==> src/rtl/png_row_unfilter_top_macros.svh <==
// assertion macros for the png row unfilter rtl
`ifndef PNG_ROW_UNFILTER_TOP_MACROS_SVH
`define PNG_ROW_UNFILTER_TOP_MACROS_SVH

// antecedent implies consequent in the same cycle
`define PNGUNF_ASSERT_IMPL(label, ante, cons, msg) \
  label: assert property (@(posedge clk) disable iff (!rst_n) (ante) |-> (cons)) \
    else $error(msg);

// antecedent implies consequent in the next cycle
`define PNGUNF_ASSERT_NEXT(label, ante, cons, msg) \
  label: assert property (@(posedge clk) disable iff (!rst_n) (ante) |=> (cons)) \
    else $error(msg);

// condition never holds
`define PNGUNF_ASSERT_NEVER(label, cond, msg) \
  label: assert property (@(posedge clk) disable iff (!rst_n) !(cond)) \
    else $error(msg);

`endif

==> src/rtl/pngunf_pkg.sv <==
// package with types and constants for the png row unfilter
`default_nettype none

package pngunf_pkg;

  localparam int ROW_BYTES_W   = 14;
  localparam int STEP_W        = 4;
  localparam int MAX_ROW_BYTES = 8192;
  localparam int MAX_STEP      = 8;
  localparam int HIST_DEPTH    = 8;
  localparam int HIST_W        = 3;

  // configuration register indexes
  localparam logic [0:0] REG_ROW_BYTES  = 1'b0;
  localparam logic [0:0] REG_PIXEL_STEP = 1'b1;

  typedef enum logic [2:0] {
    FILT_NONE  = 3'd0,
    FILT_SUB   = 3'd1,
    FILT_UP    = 3'd2,
    FILT_AVG   = 3'd3,
    FILT_PAETH = 3'd4
  } filt_t;

  localparam logic [7:0] FILT_CODE_MAX = 8'd4;

  // neighbours handed to the reconstruction unit
  typedef struct packed {
    filt_t      filt;
    logic [7:0] left;
    logic [7:0] up;
    logic [7:0] corner;
  } pred_in_t;

endpackage

`default_nettype wire

==> src/rtl/pngunf_recon.sv <==
// predictor and adder for one filtered byte
`default_nettype none

module pngunf_recon (
  input  pngunf_pkg::pred_in_t pred_in,
  input  logic [7:0]           byte_in,
  output logic [7:0]           rec
);
  import pngunf_pkg::*;

  logic signed [9:0] a_s, b_s, c_s;
  logic signed [9:0] pa_raw, pb_raw, pc_raw;
  logic        [9:0] pa, pb, pc;
  logic        [7:0] paeth;
  logic        [8:0] avg_sum;
  logic        [7:0] pred;

  assign a_s = signed'({2'b00, pred_in.left});
  assign b_s = signed'({2'b00, pred_in.up});
  assign c_s = signed'({2'b00, pred_in.corner});

  // distances of p = a + b - c to a, b and c
  assign pa_raw = b_s - c_s;
  assign pb_raw = a_s - c_s;
  assign pc_raw = a_s + b_s - c_s - c_s;
  assign pa = (pa_raw < 0) ? 10'(-pa_raw) : 10'(pa_raw);
  assign pb = (pb_raw < 0) ? 10'(-pb_raw) : 10'(pb_raw);
  assign pc = (pc_raw < 0) ? 10'(-pc_raw) : 10'(pc_raw);

  always_comb begin
    priority if (pa <= pb && pa <= pc) begin
      paeth = pred_in.left;
    end else if (pb <= pc) begin
      paeth = pred_in.up;
    end else begin
      paeth = pred_in.corner;
    end
  end

  assign avg_sum = {1'b0, pred_in.left} + {1'b0, pred_in.up};

  always_comb begin
    unique case (pred_in.filt)
      FILT_NONE:  pred = 8'd0;
      FILT_SUB:   pred = pred_in.left;
      FILT_UP:    pred = pred_in.up;
      FILT_AVG:   pred = avg_sum[8:1];
      FILT_PAETH: pred = paeth;
      default:    pred = 8'd0;
    endcase
  end

  assign rec = byte_in + pred;

endmodule

`default_nettype wire

==> config.mk <==
export PLATFORM = sky130hd
export DESIGN_NAME = pngunf_recon
export DESIGN_NICKNAME = d
export VERILOG_FILES = /design/src/rtl/png_row_unfilter_top_macros.svh /design/src/rtl/pngunf_pkg.sv /design/src/rtl/pngunf_recon.sv
export SDC_FILE = /design/constraint.sdc
export NUM_CORES = 1
export LEC_CHECK = 0
export ABC_AREA = 1
export BUFFER_PORTS_ARGS = -buffer_cell sky130_fd_sc_hd__buf_4
export CORE_MARGIN = 5
export CORE_UTILIZATION = 60
export DETAILED_ROUTE_END_ITERATION = 10
export GPL_TIMING_DRIVEN = 0
export PLACE_DENSITY = 0.94
export SLEW_MARGIN = 20
export SYNTH_ARGS = -nofsm -noshare
export SYNTH_HDL_FRONTEND = slang
export SYNTH_SLANG_ARGS = --single-unit
==> constraint.sdc <==
create_clock -name vclk -period 7.9
set_input_delay 0.79 -clock vclk [all_inputs]
set_output_delay 0.79 -clock vclk [all_outputs]
set_load 0.03 [all_outputs]
* Word-level counts from Yosys, hierarchy flattened
Cells that the tools add are included.
** Operators by class
- Add/subtract/negate cells :: 10
- $mul :: 0
- Div/mod/pow operators :: 0
- Order comparisons :: 6
- Equal/unequal tests :: 4
- Shift operators :: 0
- Multiplexer cells :: 6
- Bitwise operators :: 0
- Reductions and logical operators :: 1
** Operators with widths (number)
- $pmux 8 s4 :: 1
- $le 10x10->1 :: 3
- $mux 10 :: 3
- $neg 9->10 :: 2
- $add 8x8->9 :: 2
- $lt 9x1->1 const B :: 2
- $sub 8x8->9 :: 2
- $mux 8 :: 2
- $lt 10x1->1 const B :: 1
- $neg 10->10 :: 1
- $sub 10x9->10 :: 1
- $sub 9x8->10 :: 1
- $add 8x8->8 :: 1
- $eq 3x2->1 const B :: 2
- $eq 3x1->1 const B :: 1
- $eq 3x3->1 const B :: 1
- $logic_and 1x1->1 :: 1
** Storage, ports and cells
- Flip-flop bits (word level) :: 0
- Bits in latches :: 0
- Memory bits (writable) :: 0
- ROM bits :: 0
- Input bits :: 35
- Output and inout port bits :: 8
- Word-level logic and storage cells :: 27
- Memories kept :: 0

* Longest topological paths before layout
Gate-level depths: netlist of the first run.
- Depth in word-level cells :: 10
- Depth in mapped cells :: 42
- Gate-level depth less buffers :: 40

* Worst setup path before layout of the first run
OpenSTA, ideal clock, no wires.
- Kind :: input to output
- Start :: input port pred_in[8] in the netlist's numbering
- End :: output port rec[6]
- Arrival time :: 6054 ps
- Required time :: 7110 ps
- Slack :: 1056 ps
- Stages :: 33
- Buffers on the path :: 1
- Path through :: fa_1 ha_1 inv_1 fa_1 ha_1 inv_1 nor2_1 nand3_1 nor2_4 nand3_1 o21ai_0 xor2_1 inv_1 ha_1 nand2_1 inv_1 a221oi_1 o21ai_0 nor2_1 nand2_2 nand2_4 buf_6 nand2_1 nand3_1 o211ai_1 nand2_1 ha_1 inv_1 fa_1 o21ai_0 a21oi_1 o21ai_0 xor2_1
** Between the ends
- Longest elaborated chain between the ends :: 10
- Elaborated cells between the ends (all ways) :: 19
- Those cells by class :: 8 x add/sub; 5 x order compare; 5 x mux; 1 x reduce/logical
** Ends and longest elaborated chain
- from (decl) :: RTL line pngunf_recon.sv:5 : input pngunf_pkg::pred_in_t pred_in,
- $add 8x8->9 :: RTL line pngunf_recon.sv:25, pngunf_recon.sv:40
- $sub 9x8->10 :: RTL line pngunf_recon.sv:25 : assign pc_raw = a_s + b_s - c_s - c_s;
- $sub 10x9->10 :: RTL line pngunf_recon.sv:25
- $neg 10->10 or $lt 10x1->1 (tied branches) :: RTL line pngunf_recon.sv:28 : assign pc = (pc_raw < 0) ? 10'(-pc_raw) : 10'(pc_raw);
- $mux 10 :: RTL line pngunf_recon.sv:28
- $le 10x10->1 (on tied branches) :: RTL line pngunf_recon.sv:33, pngunf_recon.sv:31
- $mux 8 or $logic_and 1x1->1 (tied branches) :: RTL line pngunf_recon.sv:33, pngunf_recon.sv:31
- $mux 8 :: RTL line pngunf_recon.sv:31 : priority if (pa <= pb && pa <= pc) begin
- $pmux 8 s4 * :: RTL line pngunf_recon.sv:43 : unique case (pred_in.filt)
- $add 8x8->8 * :: RTL line pngunf_recon.sv:53 : assign rec = byte_in + pred;
- to (decl) :: RTL line pngunf_recon.sv:7 : output logic [7:0] rec
Mark *: on every way between the ends. The rest lies on a longest branch, timed or not.

* Final worst setup path of the first run
- Start :: input port pred_in[8] in the netlist's numbering
- End :: output port rec[7]
Same word-level chain as after synthesis.

==> results of run 1 <==
## cell usage after synthesis (2+ instances only)
cell | instances | share of area
a21o_1 | 4 | 0.0081
nor2_4 | 3 | 0.0091
fa_1 | 12 | 0.065
ha_1 | 71 | 0.24
nor3_1 | 8 | 0.011
o22ai_1 | 3 | 0.0050
inv_2 | 6 | 0.0061
nand2_4 | 4 | 0.012
or2_2 | 2 | 0.0034
o221ai_1 | 5 | 0.012
nand3b_1 | 4 | 0.0081
a221oi_1 | 2 | 0.0047
a21oi_1 | 32 | 0.043
o21ai_0 | 20 | 0.027
xor2_1 | 24 | 0.057
a211oi_1 | 3 | 0.0061
nand2_2 | 14 | 0.024
inv_1 | 130 | 0.13
nor2_1 | 39 | 0.039
xor2_2 | 2 | 0.0087
a31oi_1 | 4 | 0.0067
nand3_1 | 38 | 0.051
nand4_1 | 12 | 0.020
conb_1 | 2 | 0.0020
nand2_1 | 109 | 0.11
a21oi_2 | 4 | 0.0094
nand3_2 | 4 | 0.011
o21ai_2 | 5 | 0.012
xnor2_1 | 4 | 0.0094
o21bai_1 | 8 | 0.016
nor3_2 | 2 | 0.0054
## stage by stage
step	power, mW	instance area [µm²]	hold WS [ns]	setup slack [ns]
global route	0.799	4190	1.96	-0.0607
CTS	0.690	4140	1.93	0.250
finish	0.710	4190	1.93	0.420
global placement	0.650	4140	1.92	0.441
detailed placement	0.686	4140	1.93	0.251
floorplan	0.522	3730	1.85	1.06
## layout make-up
cell class                 count  area, µm²
multi-input combinational    456       3240
inverter                     137        514
buffer                         2       18.8
timing repair buffer          44        330
tap                           75       93.8
fill                         506       1800
## kinds of logic after synthesis
family	after synthesis
other	2
xor gates and xnor gates	30
AOI/OAI and AO/OA	96
and+or+nand+nor	243
buffers and inverters	139
adders and majority gates	83
## worst max-delay path by stage
stage | to | startpoint | slack, ns | cells after the start
after floorplan | rec[6] | pred_in[8] | 1.06 | 33
after global placement | rec[7] | pred_in[9] | 0.44 | 38
after detailed placement | rec[7] | pred_in[9] | 0.25 | 38
after CTS | rec[7] | pred_in[9] | 0.25 | 38
after global routing | rec[7] | pred_in[9] | -0.06 | 40
final | rec[7] | pred_in[8] | 0.42 | 32
## power groups by stage
| stage | sequential, mW | combinational, mW | clock, mW |
|---|---|---|---|
| after floorplan | 0 | 0.522 | 0 |
| after global placement | 0 | 0.650 | 0 |
| after detailed placement | 0 | 0.686 | 0 |
| after CTS | 0 | 0.690 | 0 |
| after global routing | 0 | 0.799 | 0 |
| final | 0 | 0.710 | 0 |
## metal layers
| metal | vias to the layer above | share of wire | GRT usage | wire length [µm] |
|---|---|---|---|---|
| li1 | 2027 | - | - | - |
| met1 | 1820 | 0.42 | 0.306 | 4070 |
| met2 | 140 | 0.50 | 0.489 | 4860 |
| met3 | 27 | 0.054 | 0.0158 | 528 |
| met4 | 0 | 0.027 | 0.0810 | 267 |
| met5 | - | 0 | 0 | 0 |
## cell usage in the layout (no fill, tap or decap), types with 3 or more instances in the layout
master	netlist	routed
o21bai_1	8	8
nand3_1	38	37
inv_1	130	128
nor3_1	8	8
xnor2_1	4	4
inv_2	6	8
nor2_1	39	39
nand4_1	12	12
nand2_1	109	109
a21oi_1	32	29
conb_1	2	4
o22ai_1	3	3
o21ai_2	5	6
o221ai_1	5	5
ha_1	71	70
a21oi_2	4	7
xor2_1	24	23
xor2_2	2	3
o21ai_0	20	16
a211oi_1	3	3
nand2_2	14	14
a31oi_1	4	4
nand3b_1	4	4
buf_4	1	45
a21o_1	4	4
nand2_4	4	4
nor2_4	3	3
o21ai_1	1	4
fa_1	12	12
nand3_2	4	5
## what timing repair did
action	in CTS	in global routing
setup endpoints to repair	0	2
gates resized for setup	0	15
buffers inserted	0	1
## critical path, delay by kind of cell
| kind | cells | cell delay [ns] |
|---|---|---|
| buf+inv | 7 | 0.72 |
| simple gates | 9 | 1.33 |
| compound gates | 11 | 2.39 |
| fa+ha+maj | 4 | 1.32 |
| xor+xnor | 1 | 0.15 |
==> results.tsv, run 1 <==
stage	metric	value	unit
outcome	status	finished clean	
yosys	synth_top_family_by_area	simple AND/OR/NAND/NOR gates	
setup_path	path_class	input port to primary output	
setup_path	worstSetupEndpointType	primary output	
yosys	postSynthAreaPerCell	6.27	µm²
cells_and_area	layout.nets	759	
yosys	yosys.area_share.simple	0.313	
setup_path	cpPeakStageDelay	0.53	ns
sta	fin_crit_sh	0.947	
power	clkPwrFrac	0	
sta	drv_slew	0	
floorplan	rows	28	
sta	final-hold-violation-count	0	
yosys	synth_compound_area_frac	0.164	
floorplan	core_area	5990	µm²
yosys	yosysWarnings	0	
placed_design	io_buffers	43	
global_route	grt_pass1_wl	16.8	mm
yosys	ys_seq_area_frac	0	
cells_and_area	drive_above_1_share	0.167	
worst_hold_path	hp-start	byte_in[0]	
routing	first_pass_iters	5	
power	internal-power	0.264	mW
floorplan	start_util	0.621	
power	p_sw	0.446	mW
sta	tns	0	ns
sta	max_slew_margin	0.462	
routing	drt-wirelength-per-cell	13.6	µm
sta	timing.fmax	134	MHz
power	pwr-share-comb	1.000	
routing	drt_iter0_markers	188	
cells_and_area	area_delta_synth_final	12.8	%
placed_design	gp_congestion	0.951	
floorplan	ios	43	
setup_path	arrival	6.69	ns
clock_network	postCtsHoldBufs	0	
sta	fin_crit	7.48	ns
floorplan	die-area	7870	µm²
setup_path	crit_top_cell	inv_1	
routing	vias	4014	
cells_and_area	final_util	0.700	
setup_path	critPathMaxFanout	9	
cells_and_area	nFlopsAndLatches	0	
global_route	first_global_vias	3992	
cells_and_area	stdcell_count	714	
routing	via_per_inst	5.62	
flow_run	drv_cap	0	
global_route	grt_use_total	0.258	
placed_design	place_inst	713	
worst_hold_path	holdPathStages	3	
global_route	grt_max_degree	11	
power	leakage	2.47	nW
cells_and_area	antenna_cells	0	
worst_hold_path	hold_end	rec[0]	
power	seq_power_share	0	
power	ir_drop	0.000108	V
setup_path	slowest_stage	nor4_1	
routing	drc	0	
worst_hold_path	min_path_type	input port to primary output	
setup_path	required	7.11	ns
sta	setup_violations	0	
power	power.density	169	nW/µm²
global_route	antenna_found_initial	0	
floorplan	fp.dieH	88.7	µm
sta	worstMarginPinSlew	0.802	ns
yosys	synth_cell_type_count	44	
setup_path	crit_path_start_kind	input port	
yosys	synthAdderAreaFrac	0.303	
yosys	synthCells	593	
placed_design	dp_hpwl	8.65	mm
power	switching_share	0.628	
yosys	synthMuxAreaShare	0	
routing	totalWireLength	9.73	mm
routing	antenna_left	0	
global_route	grt-ovfl-total	0	
cells_and_area	seqCellArea	0	µm²
yosys	syn_area	3720	µm²
cells_and_area	clock_buffers	0	
floorplan	chipWidth	88.7	µm
yosys	synth_xor_area_frac	0.0747	
(Power assumes the default switching activity.)
==> inputs of run 2 (changes only) <==
- REMOVE_ABC_BUFFERS: unset -> 1
==> run 2 against run 1 <==
  * Core utilization increased by 1.0 points
  * Via count increased by 2.5%
  * Count of clock-buffer cells in the layout unchanged
  * Critical path depth up 8
  * Combinational power rose by 3.8%
  * Maximum frequency about the same
  * Sequential share of layout area stayed put
  * Global-route usage is 0.37 points higher
==> results.tsv, run 2 (synthesis gave the netlist of run 1 again) <==
stage	metric	value	unit	change
setup_path	arrival	6.68	ns	was 6.69 ns
placed_design	place_inst	711		was 713
cells_and_area	drive_above_1_share	0.175		was 0.167
global_route	antenna_found_initial	0		unchanged
routing	drc	0		unchanged
floorplan	fp.dieH	88.7	µm	unchanged
setup_path	endpoint	rec[7]		unchanged
routing	antenna_left	0		unchanged
sta	max_slew_margin	0.378		was 0.462
sta	fin_crit_sh	0.946		was 0.947
cells_and_area	area_delta_synth_final	14.4	%	was 12.8%
cells_and_area	layout.nets	766		was 759
floorplan	ios	43		unchanged
cells_and_area	seqCellArea	0	µm²	unchanged
sta	worstMarginPinSlew	0.925	ns	was 0.802 ns
setup_path	worstSetupEndpointType	primary output		unchanged
placed_design	dpl_cell_area	4120	µm²	was 4140 µm²
sta	final-hold-violation-count	0		unchanged
floorplan	core_area	5990	µm²	unchanged
cells_and_area	clock_buffers	0		unchanged
routing	vias	4114		was 4014
setup_path	crit_path_start_kind	input port		unchanged
global_route	grt_pass1_wl	16.9	mm	was 16.8 mm
power	leakage	2.50	nW	was 2.47 nW
placed_design	place_ws	0.260	ns	was 0.251 ns
global_route	grt_use_total	0.262		was 0.258
routing	first_pass_iters	5		unchanged
sta	timing.fmax	134	MHz	about the same
power	power.density	173	nW/µm²	was 169 nW/µm²
sta	drv_slew	0		unchanged
cells_and_area	stdcell_count	721		was 714
global_route	grt_max_degree	15		was 11
setup_path	crit_top_cell	inv_1		unchanged
floorplan	die-area	7870	µm²	unchanged
cells_and_area	mostFrequentLayoutCell	inv_1		unchanged
cells_and_area	nFlopsAndLatches	0		unchanged
floorplan	start_util	0.621		unchanged
power	finalPower	0.737	mW	was 0.710 mW
placed_design	gp_congestion	0.899		was 0.951
setup_path	path_class	input port to primary output		unchanged
setup_path	slowest_stage	fa_1		was nor4_1
global_route	grt-ovfl-total	0		unchanged
routing	totalWireLength	10.4	mm	was 9.73 mm
cells_and_area	postLayoutCellArea	4250	µm²	was 4190 µm²
flow_run	drv_cap	0		unchanged
routing	drt-wirelength-per-cell	14.4	µm	was 13.6 µm
placed_design	dp_hpwl	8.68	mm	was 8.65 mm
global_route	first_global_vias	4106		was 3992
floorplan	chipWidth	88.7	µm	unchanged
cells_and_area	mostFrequentLayoutCells	130 x inv_1, 108 x nand2_1, 70 x ha_1, 52 x buf_4, 38 x nor2_1		was 128 x inv_1, 109 x nand2_1, 70 x ha_1, 45 x buf_4, 39 x nor2_1
setup_path	startpoint	pred_in[9]		was pred_in[8]
routing	via_per_inst	5.71		was 5.62
worst_hold_path	min_path_type	input port to primary output		unchanged
floorplan	rows	28		unchanged
cells_and_area	antenna_cells	0		unchanged
clock_network	postCtsHoldBufs	0		unchanged
outcome	status	finished clean		unchanged
routing	drt_iter0_markers	229		was 188
power	ir_drop	0.000124	V	was 0.000108 V
sta	setup_violations	0		unchanged
sta	layout_setup_ws	0.425	ns	was 0.420 ns
setup_path	required	7.11	ns	about the same
setup_path	critPathMaxFanout	10		was 9
placed_design	io_buffers	43		unchanged
sta	fin_crit	7.47	ns	was 7.48 ns
setup_path	cpPeakStageDelay	0.56	ns	was 0.53 ns
-- run 2: timing repair --
item / CTS / global route
resized for setup: 0 / 16
buffers inserted: 0 / 10
setup endpoints to repair: 0 / 2
-- run 2: worst min-delay path by stage --
| stage | depth (start not counted) | slack (ns) | end | start |
|---|---|---|---|---|
| after detailed placement | 3 | 1.92 | rec[0] | byte_in[0] |
| after CTS | 3 | 1.92 | rec[0] | byte_in[0] |
| after global placement | 3 | 1.92 | rec[0] | byte_in[0] |
| after floorplan | 1 | 1.85 | rec[0] | byte_in[0] |
| after global routing | 3 | 1.95 | rec[0] | byte_in[0] |
| final | 3 | 1.92 | rec[0] | byte_in[0] |
-- run 2: area by class of cell --
class | instances | area, µm²
Inverter | 137 | 514
Timing Repair Buffer | 53 | 402
Fill cell | 483 | 1740
Tap cell | 75 | 93.8
Multi-Input combinational cell | 456 | 3240
-- run 2: per-layer routing --
metal / global-route usage / vias up / part of all wire
li1: - / 2042 / -
met2: 0.480 / 184 / 0.49
met4: 0.118 / 0 / 0.045
met3: 0.0400 / 51 / 0.072
met1: 0.295 / 1837 / 0.39
met5: 0 / - / 0
-- run 2: through the flow --
step,setup TNS (ns),hold slack [ns],utilization
CTS,0,1.92,0.688
floorplan,0,1.85,-
detailed placement,0,1.92,0.688
global placement,0,1.92,0.688
finish,0,1.92,0.710
global route,-0.0549,1.95,0.710
-- run 2: worst max-delay path, delay by kind of cell --
kind                       cells  cell delay [ns]
xor gates and xnor gates       2             0.32
adders and majority gates      6             2.00
buffers and inverters          9             0.78
and+or+nand+nor               12             1.17
AOI/OAI and AO/OA             11             1.61
-- run 2: power by group --
part           switching (mW)  internal, mW
Sequential                  0             0
Clock                       0             0
Combinational           0.459         0.278
==> inputs of run 3 (changes only) <==
- CORE_MARGIN: 5 -> unset
==> run 3 against run 2 <==
  * Count of clock-buffer cells in the layout unchanged
  * Worst hold slack better by 0.00084 ns
  * Die area down 17%
  * First-iteration DRC count up 28%
  * Critical path depth down 2
  * Largest power group unchanged
  * Highest routed layer unchanged
==> results.tsv, run 3 (synthesis gave the netlist of run 1 again) <==
stage	metric	value	unit	change
clock_network	postCtsHoldBufs	0		unchanged
power	leakage	2.48	nW	was 2.50 nW
power	switching_share	0.623		was 0.622
floorplan	core_area	5960	µm²	was 5990 µm²
power	seq_power_share	0		about the same
flow_run	drv_cap	0		unchanged
sta	whs	1.92	ns	about the same
routing	drt-wirelength-per-cell	13.7	µm	was 14.4 µm
setup_path	critPathMaxFanout	9		was 10
sta	fin_crit_sh	0.937		was 0.946
power	p_sw	0.445	mW	was 0.459 mW
placed_design	io_buffers	43		unchanged
power	internal-power	0.269	mW	was 0.278 mW
sta	worstMarginPinSlew	0.858	ns	was 0.925 ns
cells_and_area	nFlopsAndLatches	0		unchanged
routing	via_per_inst	5.66		was 5.71
sta	final-hold-violation-count	0		unchanged
global_route	grt_pass1_wl	16.5	mm	was 16.9 mm
sta	fin_crit	7.40	ns	was 7.47 ns
placed_design	gp_congestion	0.928		was 0.899
routing	vias	4055		was 4114
placed_design	place_inst	711		unchanged
sta	max_slew_margin	0.424		was 0.378
sta	layout_setup_ws	0.497	ns	was 0.425 ns
cells_and_area	seqCellArea	0	µm²	unchanged
power	ir_drop	0.000115	V	was 0.000124 V
sta	tns	0	ns	unchanged
floorplan	rows	28		unchanged
global_route	first_global_vias	3905		was 4106
sta	timing.fmax	135	MHz	was 134 MHz
routing	drt_iter0_markers	293		was 229
cells_and_area	mostFrequentLayoutCells	130 x inv_1, 109 x nand2_1, 71 x ha_1, 49 x buf_4, 39 x nor2_1		was 130 x inv_1, 108 x nand2_1, 70 x ha_1, 52 x buf_4, 38 x nor2_1
setup_path	crit_top_cell	inv_1		unchanged
global_route	grt_use_total	0.316		was 0.262
placed_design	dp_hpwl	8.51	mm	was 8.68 mm
cells_and_area	num-fill-cells	490		was 483
setup_path	arrival	6.61	ns	was 6.68 ns
power	clkPwrFrac	0		about the same
setup_path	cpPeakStageDelay	0.54	ns	was 0.56 ns
setup_path	slowest_stage	fa_1		unchanged
placed_design	dpl_cell_area	4120	µm²	unchanged
cells_and_area	layout.nets	762		was 766
cells_and_area	drive_above_1_share	0.159		was 0.175
power	power.density	170	nW/µm²	was 173 nW/µm²
cells_and_area	mostFrequentLayoutCell	inv_1		unchanged
power	finalPower	0.714	mW	was 0.737 mW
floorplan	ios	43		unchanged
outcome	status	finished clean		unchanged
floorplan	die-area	6520	µm²	was 7870 µm²
power	pwr-share-comb	1.000		about the same
cells_and_area	postLayoutCellArea	4190	µm²	was 4250 µm²
sta	setup_violations	0		unchanged
sta	drv_slew	0		unchanged
routing	totalWireLength	9.85	mm	was 10.4 mm
cells_and_area	clock_buffers	0		unchanged
global_route	antenna_found_initial	0		unchanged
setup_path	path_class	input port to primary output		unchanged
cells_and_area	multi_input_area	3220	µm²	was 3240 µm²
floorplan	start_util	0.624		was 0.621
cells_and_area	stdcell_count	717		was 721
setup_path	crit_family	adder cells		unchanged
floorplan	fp.dieH	80.7	µm	was 88.7 µm
setup_path	crit_buf_inv	8		was 9
routing	antenna_left	0		unchanged
cells_and_area	final_util	0.704		was 0.710
routing	first_pass_iters	5		unchanged
global_route	grt-ovfl-total	0		unchanged
cells_and_area	area_delta_synth_final	12.7	%	was 14.4%
cells_and_area	antenna_cells	0		unchanged
setup_path	crit_path_start_kind	input port		unchanged
setup_path	required	7.11	ns	about the same
worst_hold_path	min_path_type	input port to primary output		unchanged
placed_design	place_ws	0.309	ns	was 0.260 ns
global_route	grt_max_degree	15		unchanged
setup_path	worstSetupEndpointType	primary output		unchanged
floorplan	chipWidth	80.7	µm	was 88.7 µm
routing	drc	0		unchanged
## run 3: per-layer routing
metal | GRT usage | part of all wire | vias to the layer above
met4 | 0.113 | 0.038 | 0
met3 | 0.0227 | 0.056 | 35
met1 | 0.374 | 0.41 | 1820
met5 | 0 | 0 | -
met2 | 0.592 | 0.49 | 170
li1 | - | - | 2030
## run 3: worst paths after layout
check	start	end	slack [ns]	cells after the start
max	pred_in[9]	rec[7]	0.50	38
min	byte_in[0]	rec[0]	1.92	3
## run 3: power groups by stage
stage,sequential [mW],clock (mW),combinational (mW)
5_1_grt,0,0,0.804
3_5_place_dp,0,0,0.678
4_1_cts,0,0,0.681
6_report,0,0,0.714
2_1_floorplan,0,0,0.517
3_3_place_gp,0,0,0.644
## run 3: timing repair
item / in CTS / in global routing
resized for setup: 0 / 8
setup endpoints to repair: 0 / 2
buffers inserted: 0 / 6
## run 3: tightest hold or removal path, delay by kind of cell
kind                     cells  cell delay, ns
adder cells (fa/ha/maj)      1            0.12
buffers and inverters        2            0.23
## run 3: area by class of cell
type | instances | area share
Inverter | 137 | 0.123
Multi-Input combinational cell | 456 | 0.767
Tap cell | 75 | 0.0224
Timing Repair Buffer | 49 | 0.0878
